File: src/hw/rtl/pwbd_pkg.sv
// shared types, constants and register indexes of the pulse width bit decoder
package pwbd_pkg;

  // default width of the captured durations
  localparam int DUR_BITS_DEF = 15;

  // configuration port shape
  localparam int CFG_IDX_W  = 3;
  localparam int CFG_DATA_W = 16;

  // register indexes
  localparam logic [CFG_IDX_W-1:0] REG_WINDOWED_MODE   = 3'd0;
  localparam logic [CFG_IDX_W-1:0] REG_MSB_FIRST       = 3'd1;
  localparam logic [CFG_IDX_W-1:0] REG_WINDOW_LOW      = 3'd2;
  localparam logic [CFG_IDX_W-1:0] REG_WINDOW_HIGH     = 3'd3;
  localparam logic [CFG_IDX_W-1:0] REG_FIRST_HALF_MIN  = 3'd4;
  localparam logic [CFG_IDX_W-1:0] REG_SECOND_HALF_MIN = 3'd5;
  localparam logic [CFG_IDX_W-1:0] REG_BYTE_LIMIT      = 3'd6;

  // register reset values
  localparam logic [15:0] WINDOW_LOW_RST      = 16'd600;
  localparam logic [15:0] WINDOW_HIGH_RST     = 16'd1100;
  localparam logic [14:0] FIRST_HALF_MIN_RST  = 15'd500;
  localparam logic [14:0] SECOND_HALF_MIN_RST = 15'd200;

  // depth of the queue between classifier and frame assembler
  localparam int QUEUE_DEPTH = 2;

  // configuration seen by both halves
  typedef struct packed {
    logic        windowed_mode;
    logic        msb_first;
    logic [15:0] window_low;
    logic [15:0] window_high;
    logic [14:0] first_half_min;
    logic [14:0] second_half_min;
    logic [15:0] byte_limit;
  } pwbd_cfg_t;

  // classified pulse item
  typedef struct packed {
    logic first_item;
    logic last_item;
    logic pair_ok;
    logic bit_val;
  } pwbd_item_t;

endpackage

File: src/hw/rtl/pwbd_front.sv
// front end: accepts pulse beats, forms the pair and classifies it
module pwbd_front
  import pwbd_pkg::*;
#(
  parameter int DURATION_BITS = DUR_BITS_DEF
) (
  input  logic                     clk,
  input  logic                     rst_n,
  input  pwbd_cfg_t                cfg,
  input  logic                     in_valid,
  output logic                     in_ready,
  input  logic [DURATION_BITS-1:0] in_high_duration,
  input  logic [DURATION_BITS-1:0] in_low_duration,
  input  logic                     in_first_item,
  input  logic                     in_last_item,
  input  logic                     push_ready,
  output logic                     push_valid,
  output pwbd_item_t               push_item
);

  localparam int SUM_W = DURATION_BITS + 1;
  localparam int WIN_W = (SUM_W > 16) ? SUM_W : 16;
  localparam int LVL_W = (DURATION_BITS > 15) ? DURATION_BITS : 15;

  logic [DURATION_BITS-1:0] pending_half_r, pending_half_nxt;
  logic [SUM_W-1:0]         pair_sum;
  logic                     win_ok, lvl_ok, pair_ok, accept;

  assign in_ready   = push_ready;
  assign push_valid = in_valid;
  assign accept     = in_valid && push_ready;

  // pair check: window on the sum, or a minimum on each half
  always_comb begin
    pair_sum = SUM_W'(pending_half_r) + SUM_W'(in_high_duration);
    win_ok   = (WIN_W'(pair_sum) > WIN_W'(cfg.window_low)) &&
               (WIN_W'(pair_sum) < WIN_W'(cfg.window_high));
    lvl_ok   = (LVL_W'(pending_half_r) > LVL_W'(cfg.first_half_min)) &&
               (LVL_W'(in_high_duration) > LVL_W'(cfg.second_half_min));
    pair_ok  = cfg.windowed_mode ? win_ok : lvl_ok;
  end

  // classified beat towards the queue
  always_comb begin
    push_item.first_item = in_first_item;
    push_item.last_item  = in_last_item;
    push_item.pair_ok    = pair_ok;
    push_item.bit_val    = pending_half_r > in_high_duration;
  end

  // low half waits to become the first half of the next pair
  always_comb begin
    pending_half_nxt = pending_half_r;
    if (accept && (in_first_item || pair_ok)) begin
      pending_half_nxt = in_low_duration;
    end
  end

  always_ff @(posedge clk) begin
    if (!rst_n) begin
      pending_half_r <= '0;
    end else begin
      pending_half_r <= pending_half_nxt;
    end
  end

endmodule

File: src/hw/rtl/pwbd_queue.sv
// short queue of classified items between front and back end
module pwbd_queue
  import pwbd_pkg::*;
(
  input  logic       clk,
  input  logic       rst_n,
  input  logic       push_valid,
  output logic       push_ready,
  input  pwbd_item_t push_item,
  output logic       pop_valid,
  input  logic       pop_ready,
  output pwbd_item_t pop_item
);

  localparam int PTR_W = (QUEUE_DEPTH > 1) ? $clog2(QUEUE_DEPTH) : 1;
  localparam int CNT_W = $clog2(QUEUE_DEPTH + 1);
  localparam logic [PTR_W-1:0] LAST_PTR = PTR_W'(QUEUE_DEPTH - 1);

  pwbd_item_t       slot_r [QUEUE_DEPTH];
  logic [PTR_W-1:0] wr_ptr_r, wr_ptr_nxt, rd_ptr_r, rd_ptr_nxt;
  logic [CNT_W-1:0] count_r, count_nxt;
  logic             do_push, do_pop;

  assign push_ready = count_r != CNT_W'(QUEUE_DEPTH);
  assign pop_valid  = count_r != '0;
  assign pop_item   = slot_r[rd_ptr_r];
  assign do_push    = push_valid && push_ready;
  assign do_pop     = pop_valid && pop_ready;

  // pointer and fill level update
  always_comb begin
    wr_ptr_nxt = wr_ptr_r;
    rd_ptr_nxt = rd_ptr_r;
    count_nxt  = count_r;
    if (do_push) begin
      wr_ptr_nxt = (wr_ptr_r == LAST_PTR) ? '0 : wr_ptr_r + 1'b1;
    end
    if (do_pop) begin
      rd_ptr_nxt = (rd_ptr_r == LAST_PTR) ? '0 : rd_ptr_r + 1'b1;
    end
    if (do_push && !do_pop) begin
      count_nxt = count_r + 1'b1;
    end else if (do_pop && !do_push) begin
      count_nxt = count_r - 1'b1;
    end
  end

  always_ff @(posedge clk) begin
    if (!rst_n) begin
      wr_ptr_r <= '0;
      rd_ptr_r <= '0;
      count_r  <= '0;
    end else begin
      wr_ptr_r <= wr_ptr_nxt;
      rd_ptr_r <= rd_ptr_nxt;
      count_r  <= count_nxt;
    end
  end

  // storage slots
  always_ff @(posedge clk) begin
    if (do_push) begin
      slot_r[wr_ptr_r] <= push_item;
    end
  end

endmodule

File: src/hw/rtl/pwbd_back.sv
// back end: packs bits into bytes, tracks the frame and holds the result beat
module pwbd_back
  import pwbd_pkg::*;
(
  input  logic       clk,
  input  logic       rst_n,
  input  pwbd_cfg_t  cfg,
  input  logic       item_valid,
  output logic       item_ready,
  input  pwbd_item_t item,
  output logic       out_valid,
  input  logic       out_ready,
  output logic [7:0] out_data_byte,
  output logic [3:0] out_bits_in_byte,
  output logic       out_frame_end,
  output logic       out_stopped_on_invalid
);

  logic [7:0]  shift_r, shift_nxt, sb_new;
  logic [2:0]  cnt_r, cnt_nxt, cnt_new, pad_sh;
  logic [15:0] bytes_r, bytes_nxt;
  logic        active_r, active_nxt;
  logic        ovalid_r, ovalid_nxt;
  logic [7:0]  obyte_r, obyte_nxt;
  logic [3:0]  obits_r, obits_nxt;
  logic        oend_r, oend_nxt, oinv_r, oinv_nxt;
  logic        take, have, ended, invalid, byte_full;
  logic [3:0]  part_bits;

  assign item_ready = !ovalid_r || out_ready;
  assign take       = item_valid && item_ready;

  assign out_valid              = ovalid_r;
  assign out_data_byte          = obyte_r;
  assign out_bits_in_byte       = obits_r;
  assign out_frame_end          = oend_r;
  assign out_stopped_on_invalid = oinv_r;

  // frame assembly for one classified item
  always_comb begin
    shift_nxt  = shift_r;
    cnt_nxt    = cnt_r;
    bytes_nxt  = bytes_r;
    active_nxt = active_r;
    have       = 1'b0;
    ended      = 1'b0;
    invalid    = 1'b0;
    byte_full  = 1'b0;
    obyte_nxt  = obyte_r;
    obits_nxt  = obits_r;
    sb_new     = cfg.msb_first ? {shift_r[6:0], item.bit_val}
                               : (shift_r | (8'(item.bit_val) << cnt_r));
    cnt_new    = cnt_r + 1'b1;
    part_bits  = 4'd0;
    pad_sh     = 3'd0;

    if (take) begin
      if (item.first_item) begin
        // new frame, drops any unfinished one
        shift_nxt  = '0;
        cnt_nxt    = '0;
        bytes_nxt  = '0;
        active_nxt = 1'b1;
        ended      = item.last_item;
      end else if (active_r) begin
        if (item.pair_ok) begin
          ended = item.last_item;
          if (cnt_r == 3'd7) begin
            byte_full = 1'b1;
            have      = 1'b1;
            obyte_nxt = sb_new;
            obits_nxt = 4'd8;
            shift_nxt = '0;
            cnt_nxt   = '0;
            if (bytes_r != 16'hFFFF) begin
              bytes_nxt = bytes_r + 1'b1;
            end
          end else begin
            shift_nxt = sb_new;
            cnt_nxt   = cnt_new;
          end
        end else begin
          ended   = 1'b1;
          invalid = 1'b1;
        end
      end

      // byte limit stops the frame
      if ((item.first_item || active_r) && !ended && cfg.byte_limit != '0 &&
          bytes_nxt >= cfg.byte_limit - 1'b1) begin
        ended = 1'b1;
      end

      // flush of the partial byte at frame end
      if (ended) begin
        if (!byte_full) begin
          have      = 1'b1;
          part_bits = {1'b0, cnt_nxt};
          pad_sh    = 3'(4'd8 - part_bits);
          obits_nxt = part_bits;
          obyte_nxt = (cfg.msb_first && cnt_nxt != '0) ? (shift_nxt << pad_sh)
                                                        : shift_nxt;
        end
        active_nxt = 1'b0;
        shift_nxt  = '0;
        cnt_nxt    = '0;
      end
    end

    oend_nxt   = have ? ended   : oend_r;
    oinv_nxt   = have ? invalid : oinv_r;
    ovalid_nxt = have ? 1'b1 : (ovalid_r && !out_ready);
  end

  always_ff @(posedge clk) begin
    if (!rst_n) begin
      shift_r  <= '0;
      cnt_r    <= '0;
      bytes_r  <= '0;
      active_r <= 1'b0;
      ovalid_r <= 1'b0;
    end else begin
      shift_r  <= shift_nxt;
      cnt_r    <= cnt_nxt;
      bytes_r  <= bytes_nxt;
      active_r <= active_nxt;
      ovalid_r <= ovalid_nxt;
    end
  end

  // result payload
  always_ff @(posedge clk) begin
    obyte_r <= obyte_nxt;
    obits_r <= obits_nxt;
    oend_r  <= oend_nxt;
    oinv_r  <= oinv_nxt;
  end

endmodule

File: src/hw/rtl/pulse_width_bit_decoder_unit.sv
// top level of the pulse width bit decoder: register file, front, queue, back
//
// channel | direction | fields
// in_*    | in        | high_duration, low_duration, first_item, last_item
// out_*   | out       | data_byte, bits_in_byte, frame_end, stopped_on_invalid
// cfg_*   | in        | index, data (one register per beat)
//
// one beat per cycle sustained while the output is not stalled; a beat passes through
// front classify, queue slot, back assembly into the output register, in that order
// the frame state lives in the back end, so the byte count and bit count
// close their loop there
// reset is synchronous and active low, configuration registers return to their defaults
// a stalled output fills the two-entry queue, then in_ready drops
module pulse_width_bit_decoder_unit
  import pwbd_pkg::*;
#(
  parameter int DURATION_BITS = DUR_BITS_DEF
) (
  input  logic                     clk,
  input  logic                     rst_n,
  input  logic                     cfg_valid,
  output logic                     cfg_ready,
  input  logic [CFG_IDX_W-1:0]     cfg_index,
  input  logic [CFG_DATA_W-1:0]    cfg_data,
  input  logic                     in_valid,
  output logic                     in_ready,
  input  logic [DURATION_BITS-1:0] in_high_duration,
  input  logic [DURATION_BITS-1:0] in_low_duration,
  input  logic                     in_first_item,
  input  logic                     in_last_item,
  output logic                     out_valid,
  input  logic                     out_ready,
  output logic [7:0]               out_data_byte,
  output logic [3:0]               out_bits_in_byte,
  output logic                     out_frame_end,
  output logic                     out_stopped_on_invalid
);

  pwbd_cfg_t  cfg_r, cfg_nxt;
  logic       push_valid, push_ready, pop_valid, pop_ready;
  pwbd_item_t push_item, pop_item;

  assign cfg_ready = 1'b1;

  // register writes
  always_comb begin
    cfg_nxt = cfg_r;
    if (cfg_valid) begin
      case (cfg_index)
        REG_WINDOWED_MODE:   cfg_nxt.windowed_mode   = cfg_data[0];
        REG_MSB_FIRST:       cfg_nxt.msb_first       = cfg_data[0];
        REG_WINDOW_LOW:      cfg_nxt.window_low      = cfg_data;
        REG_WINDOW_HIGH:     cfg_nxt.window_high     = cfg_data;
        REG_FIRST_HALF_MIN:  cfg_nxt.first_half_min  = cfg_data[14:0];
        REG_SECOND_HALF_MIN: cfg_nxt.second_half_min = cfg_data[14:0];
        REG_BYTE_LIMIT:      cfg_nxt.byte_limit      = cfg_data;
        default:             cfg_nxt = cfg_r;
      endcase
    end
  end

  always_ff @(posedge clk) begin
    if (!rst_n) begin
      cfg_r.windowed_mode   <= 1'b1;
      cfg_r.msb_first       <= 1'b1;
      cfg_r.window_low      <= WINDOW_LOW_RST;
      cfg_r.window_high     <= WINDOW_HIGH_RST;
      cfg_r.first_half_min  <= FIRST_HALF_MIN_RST;
      cfg_r.second_half_min <= SECOND_HALF_MIN_RST;
      cfg_r.byte_limit      <= '0;
    end else begin
      cfg_r <= cfg_nxt;
    end
  end

  // pair classification
  pwbd_front #(
    .DURATION_BITS(DURATION_BITS)
  ) u_front (
    .clk              (clk),
    .rst_n            (rst_n),
    .cfg              (cfg_r),
    .in_valid         (in_valid),
    .in_ready         (in_ready),
    .in_high_duration (in_high_duration),
    .in_low_duration  (in_low_duration),
    .in_first_item    (in_first_item),
    .in_last_item     (in_last_item),
    .push_ready       (push_ready),
    .push_valid       (push_valid),
    .push_item        (push_item)
  );

  // decoupling queue
  pwbd_queue u_queue (
    .clk        (clk),
    .rst_n      (rst_n),
    .push_valid (push_valid),
    .push_ready (push_ready),
    .push_item  (push_item),
    .pop_valid  (pop_valid),
    .pop_ready  (pop_ready),
    .pop_item   (pop_item)
  );

  // frame assembly and result register
  pwbd_back u_back (
    .clk                    (clk),
    .rst_n                  (rst_n),
    .cfg                    (cfg_r),
    .item_valid             (pop_valid),
    .item_ready             (pop_ready),
    .item                   (pop_item),
    .out_valid              (out_valid),
    .out_ready              (out_ready),
    .out_data_byte          (out_data_byte),
    .out_bits_in_byte       (out_bits_in_byte),
    .out_frame_end          (out_frame_end),
    .out_stopped_on_invalid (out_stopped_on_invalid)
  );

endmodule

File: config.mk
export PLATFORM = sky130hd
export DESIGN_NAME = pulse_width_bit_decoder_unit
export DESIGN_NICKNAME = d
export VERILOG_FILES = /design/src/hw/rtl/pwbd_pkg.sv /design/src/hw/rtl/pwbd_front.sv /design/src/hw/rtl/pwbd_queue.sv /design/src/hw/rtl/pwbd_back.sv /design/src/hw/rtl/pulse_width_bit_decoder_unit.sv
export SDC_FILE = /design/constraint.sdc
export NUM_CORES = 1
export LEC_CHECK = 0
export ABC_CLOCK_PERIOD_IN_PS = 6140
export BUFFER_PORTS_ARGS = -buffer_cell sky130_fd_sc_hd__buf_2
export CORE_UTILIZATION = 42
export DETAILED_ROUTE_END_ITERATION = 10
export SLEW_MARGIN = 10
export SYNTH_ARGS = -nofsm -noshare
export SYNTH_HDL_FRONTEND = slang
export SYNTH_SLANG_ARGS = --single-unit
File: constraint.sdc
create_clock -name clk -period 6.14 [get_ports clk]
set_clock_uncertainty 0.2 [all_clocks]
set_input_delay 1.842 -clock clk [delete_from_list [all_inputs] [get_ports clk]]
set_output_delay 1.842 -clock clk [all_outputs]
set_load 0.05 [all_outputs]
# After elaboration in Yosys (flattened, before gate mapping)
# Memory sizes are Yosys's and may differ from the RTL's. A register that Yosys moved wholly into a read port is not among the register bits.
# Index checks and enable logic that the tools add are counted.
# op_classes
shifts	2
n_reduce_logical	35
n_addsub	9
n_mux	59
n_eq_ne	9
bitwise	3
order_cmp	6
# op_table
cell	count
2-to-1 mux 8 bit	14
2-to-1 mux 16 bit	6
greater-than comparator 15 bit	3
2-to-1 mux 1 bit	25
2-to-1 mux 4 bit	6
2-to-1 mux 3 bit	6
adder 15 x 15 -> 16 bit	1
adder 16 x 1 -> 16 bit (second input constant)	1
greater-or-equal comparator 16 bit	1
greater-than comparator 16 bit	1
< comparator 16 bit	1
inequality test 16 bit (second input constant)	1
AND reduction 2 bit	8
nonzero test 16 bit	1
subtractor 16 x 1 -> 16 bit (second input constant)	1
== test 3 bit (second input constant)	4
logical AND 1 bit	12
bitwise OR 8 bit	1
<< shifter 1 x 3 -> 8 bit	1
<< shifter 8 x 3 -> 8 bit	1
== test 3 x 2 -> 1 bit (second input constant)	2
nonzero test 2 bit	3
logical NOT 1 bit	5
2-to-1 mux 2 bit	2
12 further kinds	16
# word_totals
memories	1
ram_bits	8
out_inout_bits	17
reg_bits	142
elab_cells	144
# mem_list
name	depth	width	read_ports	rd_clocked_by_memory_dff	wr	line	source
u_queue.slot_r	2	4	1	1	1	pwbd_queue.sv:19	pwbd_item_t slot_r [QUEUE_DEPTH];

# Depth between registers and ports, before layout
# Gate-level depths: netlist (run 1).
# logic_depth
word_depth	14
mapped_depth	18

# Modules after synthesis
# A second synthesis (run 1) with hierarchy kept.
# unflattened
cells_unflattened	1259
area_unflattened_um2	10852.9
# by_module_without_submodules
mod	area_per_inst_um2	seq_area_each_um2	cells_per_inst	instances
pwbd_back	4000.1	1001.0	510	1
pwbd_front	3238.1	300.3	415	1
pulse_width_bit_decoder_unit	3095.5	1601.5	297	1
pwbd_queue	519.2	340.3	37	1

# Least setup slack after synthesis (run 1)
# Ideal clock, no wire load.
# synth_timing
kind	input to register
start	in in_high_duration[1]
end	reg u_front.pending_half_r[10]
stages	17
arrival_time_ps	5533
setup_time_ps	72
slack_ps	336
path_cell_list	inv_1 -> ha_1 -> nor2b_1 -> o311a_1 -> o41a_1 -> a221o_1 -> o221a_2 -> a221oi_2 -> xor2_1 -> ha_1 -> a21oi_1 -> nor2b_1 -> o21ai_0 -> o211ai_1 -> o31ai_2 -> buf_4 -> mux2i_1
# synth_between
elab_chain_len	6
elab_cells_between_ends	9
classes_between	1 x add/sub; 3 x order compare; 1 x mux; 4 x reduce/logical
# synth_rtl
item	line	source
start, declared	pulse_width_bit_decoder_unit.sv:27	input logic [DURATION_BITS-1:0] in_high_duration,
adder 15 x 15 -> 16 bit	pwbd_front.sv:35	pair_sum = SUM_W'(pending_half_r) + SUM_W'(in_high_duration);
greater-than comparator 16 bit / < comparator 16 bit (equally long branches)	pwbd_front.sv:36, pwbd_front.sv:37	
logical AND 1 bit	pwbd_front.sv:36	win_ok = (WIN_W'(pair_sum) > WIN_W'(cfg.window_low)) &&
2-to-1 mux 1 bit (*)	pwbd_front.sv:40	pair_ok = cfg.windowed_mode ? win_ok : lvl_ok;
logical OR 1 bit (*)	pwbd_front.sv:54	if (accept && (in_first_item || pair_ok)) begin
logical AND 1 bit (*)	pwbd_front.sv:54	
end signal, assigned	pwbd_front.sv:63	pending_half_r <= pending_half_nxt;
end, declared	pwbd_front.sv:25	logic [DURATION_BITS-1:0] pending_half_r, pending_half_nxt;
# Every way passes the cells marked *; elsewhere a longest branch is shown, timed or not.
# A chain may end at the register's enable or synchronous reset.

# Worst setup path after layout (run 1)
# layout_timing
start	in in_high_duration[1]
end	reg u_front.pending_half_r[1]
# Same word-level chain as after synthesis.

==> impl.org, run 1 <==
** Synthesis
- Number of flip-flops and latches in the synthesized netlist :: 151
- Summed over all instances, the cell type with the most area after synthesis is dfxtp_1.
- Mapped cell area :: 0.0105 mm²
- Post-synthesis net count :: 1450
- Primary flip-flop cell chosen by synthesis mapping :: dfxtp_1
- The share of the Yosys chip area taken by registers is 31.0%.
- The share of synthesized area in the top cell type comes to 24.7%.
- Yosys warns :: 0
- Yosys mapped a number of flops with a built-in enable equal to 22.
- Sorting the synthesized cells by area gives the leading types as dfxtp_1 (25%), ha_1 (14%), nand2_1 (8.4%).
- Synthesis instantiated 84 different standard cells from the library.
- Counting flops with an async set or reset pin after synthesis yields a share of 0%.
- Average instance area after synthesis :: 8.17 µm²
- Gate Count Post-Synth :: 1279

** Setup path
- Critical path type :: input port to flip-flop
- STA classifies the critical path endpoint as a flip-flop.
- Data arrival time at the worst-slack endpoint :: 5.87 ns
- Highest net fanout along the worst path :: 15
- At the worst endpoint, the required time is 6.30 ns.
- Kind of launch point of the worst setup path :: input port

** Power
- Share of total power in the clock network :: 27.5%
- Worst supply voltage drop on vdd :: 187 µV
- The internal portion of the total power is 2.27 mW.
- Static Leakage :: 4.75 nW
- Psw :: 1.54 mW
- In this run the power density over the cells is 328 mW/mm².
- Switching part of the total :: 40.5%
- Comb power frac :: 39.8%
- Sequential power share :: 32.6%

** Clocking
- In this run, CTS created clock tree buffers numbering 17.
- Buffer count from post-CTS setup fixing :: 0
- After clock tree synthesis, the flow added hold-fix buffers numbering 0.
- The clock passes through at most 2 buffers.
- Clock-pin transition on the worst setup and hold timing paths :: 0.07 ns
- Clock H-tree levels :: 4
- Worst skew pair latency :: 0.43 ns
- The number of gates resized after CTS was 0.
- Root Driver :: clkbuf_16
- The clock net in this run drives a total of 151 sinks.
- TritonCTS built the clock tree.

** Route
- For this block, the routed nets add up to 28.4 mm of wire.
- The count of nets left with antenna violations once routing finished came out at 0.
- The first TritonRoute pass finished after 5 iterations.
- Dividing the detail-routed via count by the number of cells gives 5.43.
- In the final routed layout, each cell accounts on average for 17.1 µm.
- Detailed-route via count :: 9011
- Detailed router's first-iteration violation count :: 532
- Number of design rule violations left after detail routing :: 0

** Die
- The floorplan has 57 rows.
- Chip height :: 160 µm
- Once the floorplan was initialized, standard cells occupied 42.9% of the core.
- Die ar. :: 0.0255 mm²
- For this design the top-level I/O count stands at 73.
- From left edge to right edge, the die measures 160 µm.
- In this run the standard cell core region covers 0.0244 mm².

** STA
- Dividing the final minimum period by the clock period gives 93.1%.
- At the pin with the least slew margin, the transition time is 0.981 ns.
- Hold Violations, Final :: 0
- Timing-limited maximum frequency :: 175 MHz
- The max-slew violation total from the final report was 0.
- Time the final worst path needs with I/O delays and setup :: 5.72 ns
- Unrepaired setup endpoints after global routing :: false
- Fin Hold WS :: 0.264 ns
- Slew Limit Headroom :: 34.6%
- Total negative slack for setup checks :: 0 ns
- Setup violations remaining at the end of the flow were counted as 0.

** Global route
- Total congestion overflow after global routing :: 0
- Number of global-route vias before repair :: 8675
- Entering global routing, the biggest net connects 108 pins.
- Antenna violations before repair :: 0
- Total track usage :: 22.7%
- The first global-routing pass estimated 45.9 mm of wire.

** Placed design
- Count of input and output buffers :: 71
- Routability congestion estimate :: 0.908
- Sum of net half-perimeters after detailed placement :: 21.5 mm

** Hold path
- Hold Path Class :: flip-flop to flip-flop

** Run status
- The run finished with clean final reports.

** Cells and area
- In the final design database the tool counted 1492 nets.
- The library cell used most frequently in the layout, excluding fill and tap cells, is nand2_1.
- Filler instances :: 2456
- Leading cell types in the layout, fill and taps excluded :: nand2_1 (233), dfxtp_1 (129), ha_1 (114)
- Multi-input logic area :: 0.00660 mm²
- From synthesis to final layout, the design area changed by 11.2%.
- In the final layout, the share of cells above drive strength 1 is 10.7%.
- The sequential cells in the finished layout cover a total of 0.00324 mm².
- The number of antenna diodes in the final layout is 0.

** Job
- Across the run, the number of max-cap violations was 0.
==> per-stage QoR <==
stage          std cells  area, µm²  utilization [%]  setup WS, ns  total power [mW]
3_3_place_gp        1626      11100             45.3         0.161              2.76
6_report            1658      11600             47.7         0.424              3.81
4_1_cts             1658      11600             47.7         0.471              3.84
2_1_floorplan       1279      10500                -         0.336              2.38
5_1_grt             1658      11600             47.7         0.121              4.04
3_5_place_dp        1626      11100             45.3        0.0369              2.79
==> cells by family (layout without fill, tap and decap cells) <==
| family | after synthesis | count (layout) | share of synthesized area, % |
|---|---|---|---|
| xor+xnor | 41 | 41 | 3.43 |
| flops | 151 | 151 | 31.0 |
| simple gates | 488 | 488 | 21.6 |
| other cells | 1 | 1 | 0.0359 |
| compound gates | 294 | 294 | 20.4 |
| buf+inv | 155 | 210 | 6.06 |
| fa+ha+maj | 115 | 115 | 13.8 |
| mux | 34 | 34 | 3.66 |
==> critical path, cell delays in order <==
cell and delay (ns):
buf_2 0.13, inv_1 0.06, ha_1 0.32, nor2b_1 0.07, o311a_1 0.33, o41a_1 0.36, a221o_1 0.35, o221a_2 0.28
a221oi_2 0.28, xor2_1 0.26, ha_1 0.29, a21oi_1 0.15, nor2b_1 0.06, o21ai_0 0.17, o211ai_1 0.23, o31ai_4 0.26
buf_12 0.20, mux2i_1 0.19
==> cell type report <==
| class | count | area share [%] |
|---|---|---|
| Clock buffer | 20 | 3.93 |
| Clock inverter | 12 | 0.990 |
| Inverter | 97 | 3.13 |
| Multi-Input combinational cell | 973 | 56.7 |
| Sequential cell | 151 | 27.9 |
| Tap cell | 324 | 3.49 |
| Timing Repair Buffer | 81 | 3.83 |
==> per-layer routing <==
metal,part of all wire [%],track usage (%),routed length [µm],vias up
li1,-,-,-,4574
met1,44,27.4,12400,4203
met2,50,41.3,14300,195
met3,3.4,2.96,953,39
met4,2.4,7.45,671,0
met5,0,0,0,-
==> Yosys cell counts, types with 6 or more instances <==
library cell and number:
a211oi_1 9, a21boi_0 66, a21o_1 13, a21oi_1 52, a22oi_1 7, a31oi_1 9
a32oi_1 7, and2_1 8, and3_1 6, buf_2 8, clkbuf_1 39, dfxtp_1 129
edfxtp_1 22, ha_1 114, inv_1 97, mux2i_1 26, nand2_1 233, nand2b_1 18
nand3_1 27, nand4_1 19, nor2_1 81, nor2b_1 29, nor3_1 29, nor4_1 9
o211ai_1 29, o21a_1 11, o21ai_0 24, o31ai_1 13, or3_1 6, xnor2_1 23
xor2_1 18
==> registers in the layout, summed over array words and instances (netlist names), 2 cells and up, named ones only <==
register,count
u_back.shift_r,8
u_back.cnt_r,3
u_queue.count_r,2
u_queue.slot_r,8
u_back.bytes_r,16
u_back.out_bits_in_byte,4
cfg_r,80
u_back.out_data_byte,8
u_front.pending_half_r,15
==> power groups by stage <==
stage | Clock [mW] | Combinational (mW) | Sequential, mW
3_3_place_gp | 0 | 1.49 | 1.27
6_report | 1.05 | 1.52 | 1.25
2_1_floorplan | 0 | 0.986 | 1.39
5_1_grt | 1.11 | 1.68 | 1.26
4_1_cts | 1.07 | 1.52 | 1.25
3_5_place_dp | 0 | 1.52 | 1.27
==> worst paths after layout <==
path	slack, ns	startpoint	cells past startpoint	to
worst max-delay path	0.42	in_high_duration[1]	18	u_front.pending_half_r[1]$_SDFFE_PN0P_
worst min register to register	0.26	cfg_r[18]$_SDFFE_PN0P_	2	cfg_r[18]$_SDFFE_PN0P_
worst min-delay path	0.26	cfg_r[18]$_SDFFE_PN0P_	2	cfg_r[18]$_SDFFE_PN0P_
worst max register to register	1.32	u_back.cnt_r[0]$_SDFFE_PN0P_	15	u_back.out_frame_end$_SDFFCE_PN0P_
(Power assumes the default switching activity.)
==> inputs of run 2 (changes only) <==
Settings changed: CORE_UTILIZATION 42 to 60, PLACE_DENSITY set to 0.79.
==> impl.org, run 2 (synthesis gave the netlist of run 1 again) <==
** Run status
- Status :: finished, final reports clean

** STA
- Share of the cycle needed by the critical path after routing :: 92.6%
- Final hold analysis gives a worst-case slack of 0.266 ns.
- Hold Violations, Final :: 0
- For this run, the top clock speed supported by timing is 176 MHz.
- Total setup violations reported at the end of the flow :: 0
- Time the final worst path needs with I/O delays and setup :: 5.68 ns
- Headroom to the max-slew limit came out at 30.4%.
- Number of max-slew violations in the final report :: 0
- Total negative slack for setup checks :: 0 ns
- Setup repair after global routing left no endpoint under its margin.
- At the pin with the least slew margin, the transition time is 1.04 ns.

** Cells and area
- The library cell used most frequently in the layout, excluding fill and tap cells, is nand2_1.
- Cells with a size suffix above 1 make up 10.7% of the layout.
- In the final design database the tool counted 1491 nets.
- Largest registers :: cfg_r: 80 flops, u_back.bytes_r: 16 flops, u_front.pending_half_r: 15 flops
- Counting flops per register, the top entry is cfg_r.
- Flip-flop count of the largest register after layout :: 80
- Leading cell types in the layout, fill and taps excluded :: nand2_1 (233), dfxtp_1 (129), ha_1 (114)
- Filler instances :: 1417
- The number of antenna diodes in the final layout is 0.
- Compared with the post-synthesis result, the final layout area differs by 10.0%.

** Setup path
- Data on the critical path is required at its endpoint by 6.30 ns.
- Stage delay of the slowest cell on the critical path :: 0.36 ns
- Highest net fanout along the worst path :: 15
- Category of the worst setup path capture point :: flip-flop
- Critical path origin :: in_high_duration[1]
- The kind of cell with the highest combined delay along the critical path is compound AO/OA/AOI/OAI gates.
- For this design, the slowest cell found on the critical path is a221o_1.
- Worst path cell trace :: buf_2 -> inv_1 -> ha_1 -> nor2b_1 -> o311a_1 -> o41a_1 -> a221o_1 -> o221a_2 -> a221oi_2 -> xor2_1 -> ha_1 -> a21oi_1 -> nor2b_1 -> o21ai_0 -> o211ai_1 -> o31ai_4 -> buf_12 -> mux2i_1
- The worst setup path is launched from an input port.
- Critical path type :: input port to flip-flop
- Data arrival time at the worst-slack endpoint :: 5.84 ns
- Critical register-to-register path startpoint :: u_back.cnt_r[0]$_SDFFE_PN0P_
- The critical path contains buffers and inverters numbering 3 combined.

** Route
- Number of detailed-route iterations in the first pass :: 5
- In this run, the number of DRC markers left after iteration 0 of detailed routing was 587.
- Number of vias per cell after detailed routing :: 5.97
- Remaining antenna violation count :: 0
- The final layout contains routed wiring with a total length of 26.8 mm.
- Detailed-route via count :: 9275
- Number of design rule violations left after detail routing :: 0
- In the final routed layout, each cell accounts on average for 17.3 µm.

** Placed design
- Detailed placement finished with a half-perimeter wire length of 20.0 mm.
- Routability congestion estimate :: 0.940
- Input and output buffers added on the ports amount to 71.

** Power
- Worst supply voltage drop on vdd :: 260 µV
- PD cells :: 331 mW/mm²
- In this run the power spent charging and discharging nets is 1.53 mW.
- Comb power frac :: 39.5%
- Share of total power in the clock network :: 27.7%
- Summed over all cells, the static leakage comes to 4.74 nW.
- Switching part of the total :: 40.3%
- Cell internal pwr :: 2.27 mW
- Sequential power share :: 32.8%

** Clocking
- In this run, post-CTS repair resized a total of 0 instances.
- TritonCTS clock tree :: yes
- In this run, CTS created clock tree buffers numbering 17.
- After clock tree synthesis, the setup repair step added 0 buffers.
- The cell sitting at the root of the clock tree is a clkbuf_16.
- The later pin in the worst-skew pair is clocked with a latency of 0.43 ns.
- Counting every sink on the clock net gives 151.
- Clock H-tree levels :: 4
- Clk buf depth :: 2
- Clock-pin transition on the worst setup and hold timing paths :: 0.06 ns
- Quantity of hold-fixing buffers added after cts :: 0

** Hold path
- The startpoint identified for the worst hold timing path is cfg_r[29]$_SDFFE_PN0P_.
- The worst hold path belongs to the class flip-flop to flip-flop.

** Global route
- The first global-routing pass estimated 43.8 mm of wire.
- Number of global-route vias before repair :: 8908
- Pin count of the biggest net entering global routing :: 82
- Total congestion overflow after global routing :: 0
- Total track usage :: 31.1%
- Antenna violations before repair :: 0

** Die
- Die ar. :: 0.0180 mm²
- Initial core utilization :: 62.2%
- The region available for standard cell placement spans 0.0168 mm².
- 73 I/O pins were placed.
- Placement row count :: 47
- The die is 134 µm wide.
- The die is 134 µm tall.

** Job
- The tool flagged a number of max-cap violations equal to 0.
-- run 2: path summary, 6_finish.rpt --
check,endpoint,slack (ns),cells past startpoint
worst max-delay path,u_front.pending_half_r[7]$_SDFFE_PN0P_,0.46,18
worst min-delay path,cfg_r[29]$_SDFFE_PN0P_,0.27,2
worst max register to register,u_back.out_stopped_on_invalid$_SDFFCE_PP0P_,1.31,15
worst min register to register,cfg_r[29]$_SDFFE_PN0P_,0.27,2
-- run 2: metrics by stage --
step                      setup WS (ns)  cells  area [µm²]  util (%)  power, mW
final                             0.457   1553       11500      68.4       3.80
after global routing              0.211   1553       11500      68.4       4.02
after CTS                         0.493   1553       11500      68.4       3.81
after detailed placement         0.0734   1521       10900      64.9       2.75
after global placement            0.160   1521       10900      64.9       2.72
after floorplan                   0.336   1279       10500         -       2.38
-- run 2: final cells by class --
cell class | instances | area (µm²) | share of cell area, %
clock buffer | 19 | 454 | 3.95
timing repair buffer | 80 | 438 | 3.81
multi-input combinational | 973 | 6600 | 57.3
inverter | 97 | 364 | 3.17
clock inverter | 13 | 133 | 1.15
sequential | 151 | 3240 | 28.2
tap | 220 | 275 | 2.39
-- run 2: worst min-delay path, delay by kind of cell, from the launching register on --
kind             cells  cell delay (ns)
AND/OR/NAND/NOR      1             0.04
flip-flops           1             0.31
AO/OA/AOI/OAI        1             0.06
-- run 2: power groups by stage --
stage	Sequential, mW	Combinational (mW)	Clock [mW]
floorplan	1.39	0.986	0
finish	1.25	1.50	1.06
CTS	1.25	1.50	1.07
detailed placement	1.27	1.48	0
global placement	1.26	1.45	0
global route	1.26	1.65	1.11
-- run 2: metal layers --
| metal | vias up | share of wire (%) | GRT usage [%] |
|---|---|---|---|
| met1 | 4345 | 41 | 35.6 |
| li1 | 4582 | - | - |
| met2 | 266 | 51 | 55.5 |
| met5 | - | 0 | 0 |
| met4 | 0 | 4.2 | 16.9 |
| met3 | 82 | 4.0 | 4.42 |
==> inputs of run 3 (changes only) <==
Settings changed: CELL_PAD_IN_SITES_DETAIL_PLACEMENT set to 2, CELL_PAD_IN_SITES_GLOBAL_PLACEMENT set to 2, CORE_UTILIZATION 60 to 37, PLACE_DENSITY 0.79 to unset, PLACE_DENSITY_LB_ADDON set to 0.1.
==> impl.org, run 3 (synthesis gave the netlist of run 1 again) <==
** Clocking
- Once the clock tree was built, the setup fixing pass inserted 0 buffers.
- Quantity of hold-fixing buffers added after cts :: 0
- Clock-pin transition on the worst setup and hold timing paths :: 0.07 ns
- Counting every sink on the clock net gives 151.
- Gates resized during post-CTS repair numbered 0.
- Clock H-tree levels :: 4
- Root Driver :: clkbuf_16
- Worst skew pair latency :: 0.44 ns
- The clock passes through at most 2 buffers.
- TritonCTS built the clock tree.
- TritonCTS buffer count :: 17

** Power
- Sequential cells burn 31.9% of the power.
- PD cells :: 334 mW/mm²
- Share of total power in the clock network :: 27.6%
- Comb power frac :: 40.5%
- Worst supply voltage drop on vdd :: 197 µV
- For this design the static power due to leakage is 4.76 nW.
- Switching part of the total :: 41.4%
- Psw :: 1.62 mW
- The internal portion of the total power is 2.30 mW.
- The design draws 3.92 mW.

** STA
- Summed over all failing endpoints, the final setup total negative slack is 0 ns.
- Hold Violations, Final :: 0
- Slew Limit Headroom :: 27.2%
- Number of max-slew violations in the final report :: 0
- Transition time at the pin with the least slew margin :: 1.09 ns
- Setup repair after global routing left no endpoint under its margin.
- Setup violations remaining at the end of the flow were counted as 0.
- For this run, the top clock speed supported by timing is 177 MHz.
- Fin Hold WS :: 0.270 ns
- After layout, the minimum clock period comes to 5.67 ns.
- Of the available clock period, the critical path in the final layout requires 92.3%.

** Cells and area
- Area growth from synthesis to final layout :: 12.1%
- Register ranked first by flip-flop count :: cfg_r
- Most common library cell in the layout ignoring fill and taps :: nand2_1
- Final std cell area, no fill :: 0.0117 mm²
- Flip-flop count of the largest register after layout :: 80
- 0 antenna diodes ended up in the layout.
- Leading cell types in the layout, fill and taps excluded :: nand2_1 (233), dfxtp_1 (129), ha_1 (114)
- Layout Cells excl Fill :: 1713
- The largest registers in the layout are cfg_r: 80 flops, u_back.bytes_r: 16 flops, u_front.pending_half_r: 15 flops.
- Fraction of final layout cells sized beyond drive strength 1 :: 10.9%
- Total Nets Final :: 1493

** Die
- Pin placement for this block handled 73 I/O pins.
- Core Region :: 0.0278 mm²
- Die boundary width :: 170 µm
- Chip height :: 170 µm
- The floorplan step defined a die boundary enclosing 0.0289 mm².
- Placement row count :: 61
- The initial utilization of the core area, before any placement, comes to 37.6%.

** Hold path
- The path class of the tightest hold or removal check is flip-flop to flip-flop.
- Min-Delay Startpoint :: cfg_r[46]$_SDFFE_PN0P_
- Worst hold path stage count :: 2
- The path with the worst hold slack has its endpoint at cfg_r[46]$_SDFFE_PN0P_.

** Placed design
- The congestion estimate from routability-driven global placement came to 0.847.
- Area after detailed placement :: 0.0111 mm²
- Summed over all nets, the half-perimeter wirelength after detailed placement is 26.7 mm.
- Buffers placed on the I/O ports in this run total 71.
- The number of placed instances, taps included, is 1681.

** Global route
- Global-route wire length before repair :: 56.4 mm
- The number of antenna violations at the first check in global routing was 0.
- Number of global-route vias before repair :: 10284
- Global routing finished with a remaining overflow of 0.
- Pin count of the biggest net entering global routing :: 90
- Total track usage :: 25.5%

** Setup path
- The worst register-to-register path has a setup slack of 1.05 ns.
- Number of cells traversed by the worst register-to-register path :: 16
- Critical path required time :: 6.31 ns
- Highest net fanout along the worst path :: 15
- The largest individual stage delay along the critical path comes from the cell a221o_1.
- Kind of launch point of the worst setup path :: input port
- Counting stages on the worst path, the most repeated cell is ha_1.
- Data arrival time at the worst-slack endpoint :: 5.83 ns
- Counting both buffers and inverters, the worst setup path holds a total of 3.
- In this design, the stage delay of the slowest critical-path cell is 0.36 ns.
- Category of the worst setup path capture point :: flip-flop
- Critical path type :: input port to flip-flop
- FF-to-FF End :: u_back.out_frame_end$_SDFFCE_PN0P_
- Crit-path leading delay family :: compound AO/OA/AOI/OAI gates
- Critical register-to-register path startpoint :: u_back.cnt_r[0]$_SDFFE_PN0P_
- Worst path cell trace :: buf_2 -> inv_1 -> ha_1 -> nor2b_1 -> o311a_1 -> o41a_1 -> a221o_1 -> o221a_2 -> a221oi_2 -> xor2_1 -> ha_1 -> nand4_1 -> nor2_1 -> o31a_1 -> o211ai_1 -> o31ai_4 -> buf_12 -> mux2i_1

** Route
- The count of nets left with antenna violations once routing finished came out at 0.
- Number of detailed-route iterations in the first pass :: 4
- Routed wire length per instance :: 20.6 µm
- Number of vias per cell after detailed routing :: 5.48
- Detailed router's first-iteration violation count :: 266
- DRT Wirelength :: 35.2 mm
- In the routed design, unresolved DRC markers number 0.
- The final route contains 9381 vias.
- After detailed routing, the met3 layer carries 811 µm of wire.
- Top metal layer carrying routed signals :: met4
- Met2 routed WL :: 18.6 mm
- Wire length the detailed router placed on met1 :: 14.9 mm

** Run status
- The flow ran to the end, and the final reports show no timing, DRC or antenna violations.

** Job
- The tool flagged a number of max-cap violations equal to 0.
## run 3: changes by cell type in the layout (fill, tap and decap cells not counted), sizes merged
cell,change
buf,+2
clkbuf,+1
clkinv,+1
clkinvlp,-1
inv,-1
## run 3: power groups by stage
stage	Combinational (mW)	Clock (mW)	Sequential, mW
global route	1.75	1.15	1.27
finish	1.59	1.08	1.25
detailed placement	1.58	0	1.28
global placement	1.53	0	1.27
floorplan	0.986	0	1.39
CTS	1.60	1.11	1.25
## run 3: layer usage
| metal | vias to the layer above | track usage (%) |
|---|---|---|
| met2 | 113 | 48.7 |
| met4 | 0 | 8.73 |
| met5 | - | 0 |
| met3 | 46 | 3.77 |
| met1 | 4647 | 28.4 |
| li1 | 4575 | - |
## run 3: stage by stage
| step | setup slack (ns) | util (%) |
|---|---|---|
| after detailed placement | 0.0384 | 40.1 |
| after global placement | 0.130 | 40.1 |
| after floorplan | 0.336 | - |
| after global routing | 0.198 | 42.2 |
| after CTS | 0.467 | 42.2 |
| final | 0.475 | 42.2 |
## run 3: cell type report
| class | count | area (µm²) |
|---|---|---|
| sequential | 151 | 3240 |
| inverter | 97 | 364 |
| timing repair buffer | 82 | 453 |
| clock buffer | 20 | 478 |
| fill | 3243 | 16100 |
| clock inverter | 12 | 111 |
| multi-input combinational | 973 | 6600 |
| tap | 378 | 473 |
## run 3: worst max-delay path by stage
stage                        startpoint                                       to  slack (ns)  depth (start not counted)
floorplan           in_high_duration[1]  u_front.pending_half_r[10]$_SDFFE_PN0P_        0.34                         17
global placement    in_high_duration[1]   u_front.pending_half_r[1]$_SDFFE_PN0P_        0.13                         18
CTS                 in_high_duration[1]   u_front.pending_half_r[4]$_SDFFE_PN0P_        0.47                         18
detailed placement  in_high_duration[1]   u_front.pending_half_r[4]$_SDFFE_PN0P_        0.04                         18
finish              in_high_duration[1]   u_front.pending_half_r[4]$_SDFFE_PN0P_        0.47                         18
global route        in_high_duration[1]   u_front.pending_half_r[4]$_SDFFE_PN0P_        0.20                         18
## run 3: worst min-delay path, stage by stage (launching register included)
cell and delay [ns]:
dfxtp_1 0.31, nand2_1 0.05, a21boi_0 0.06
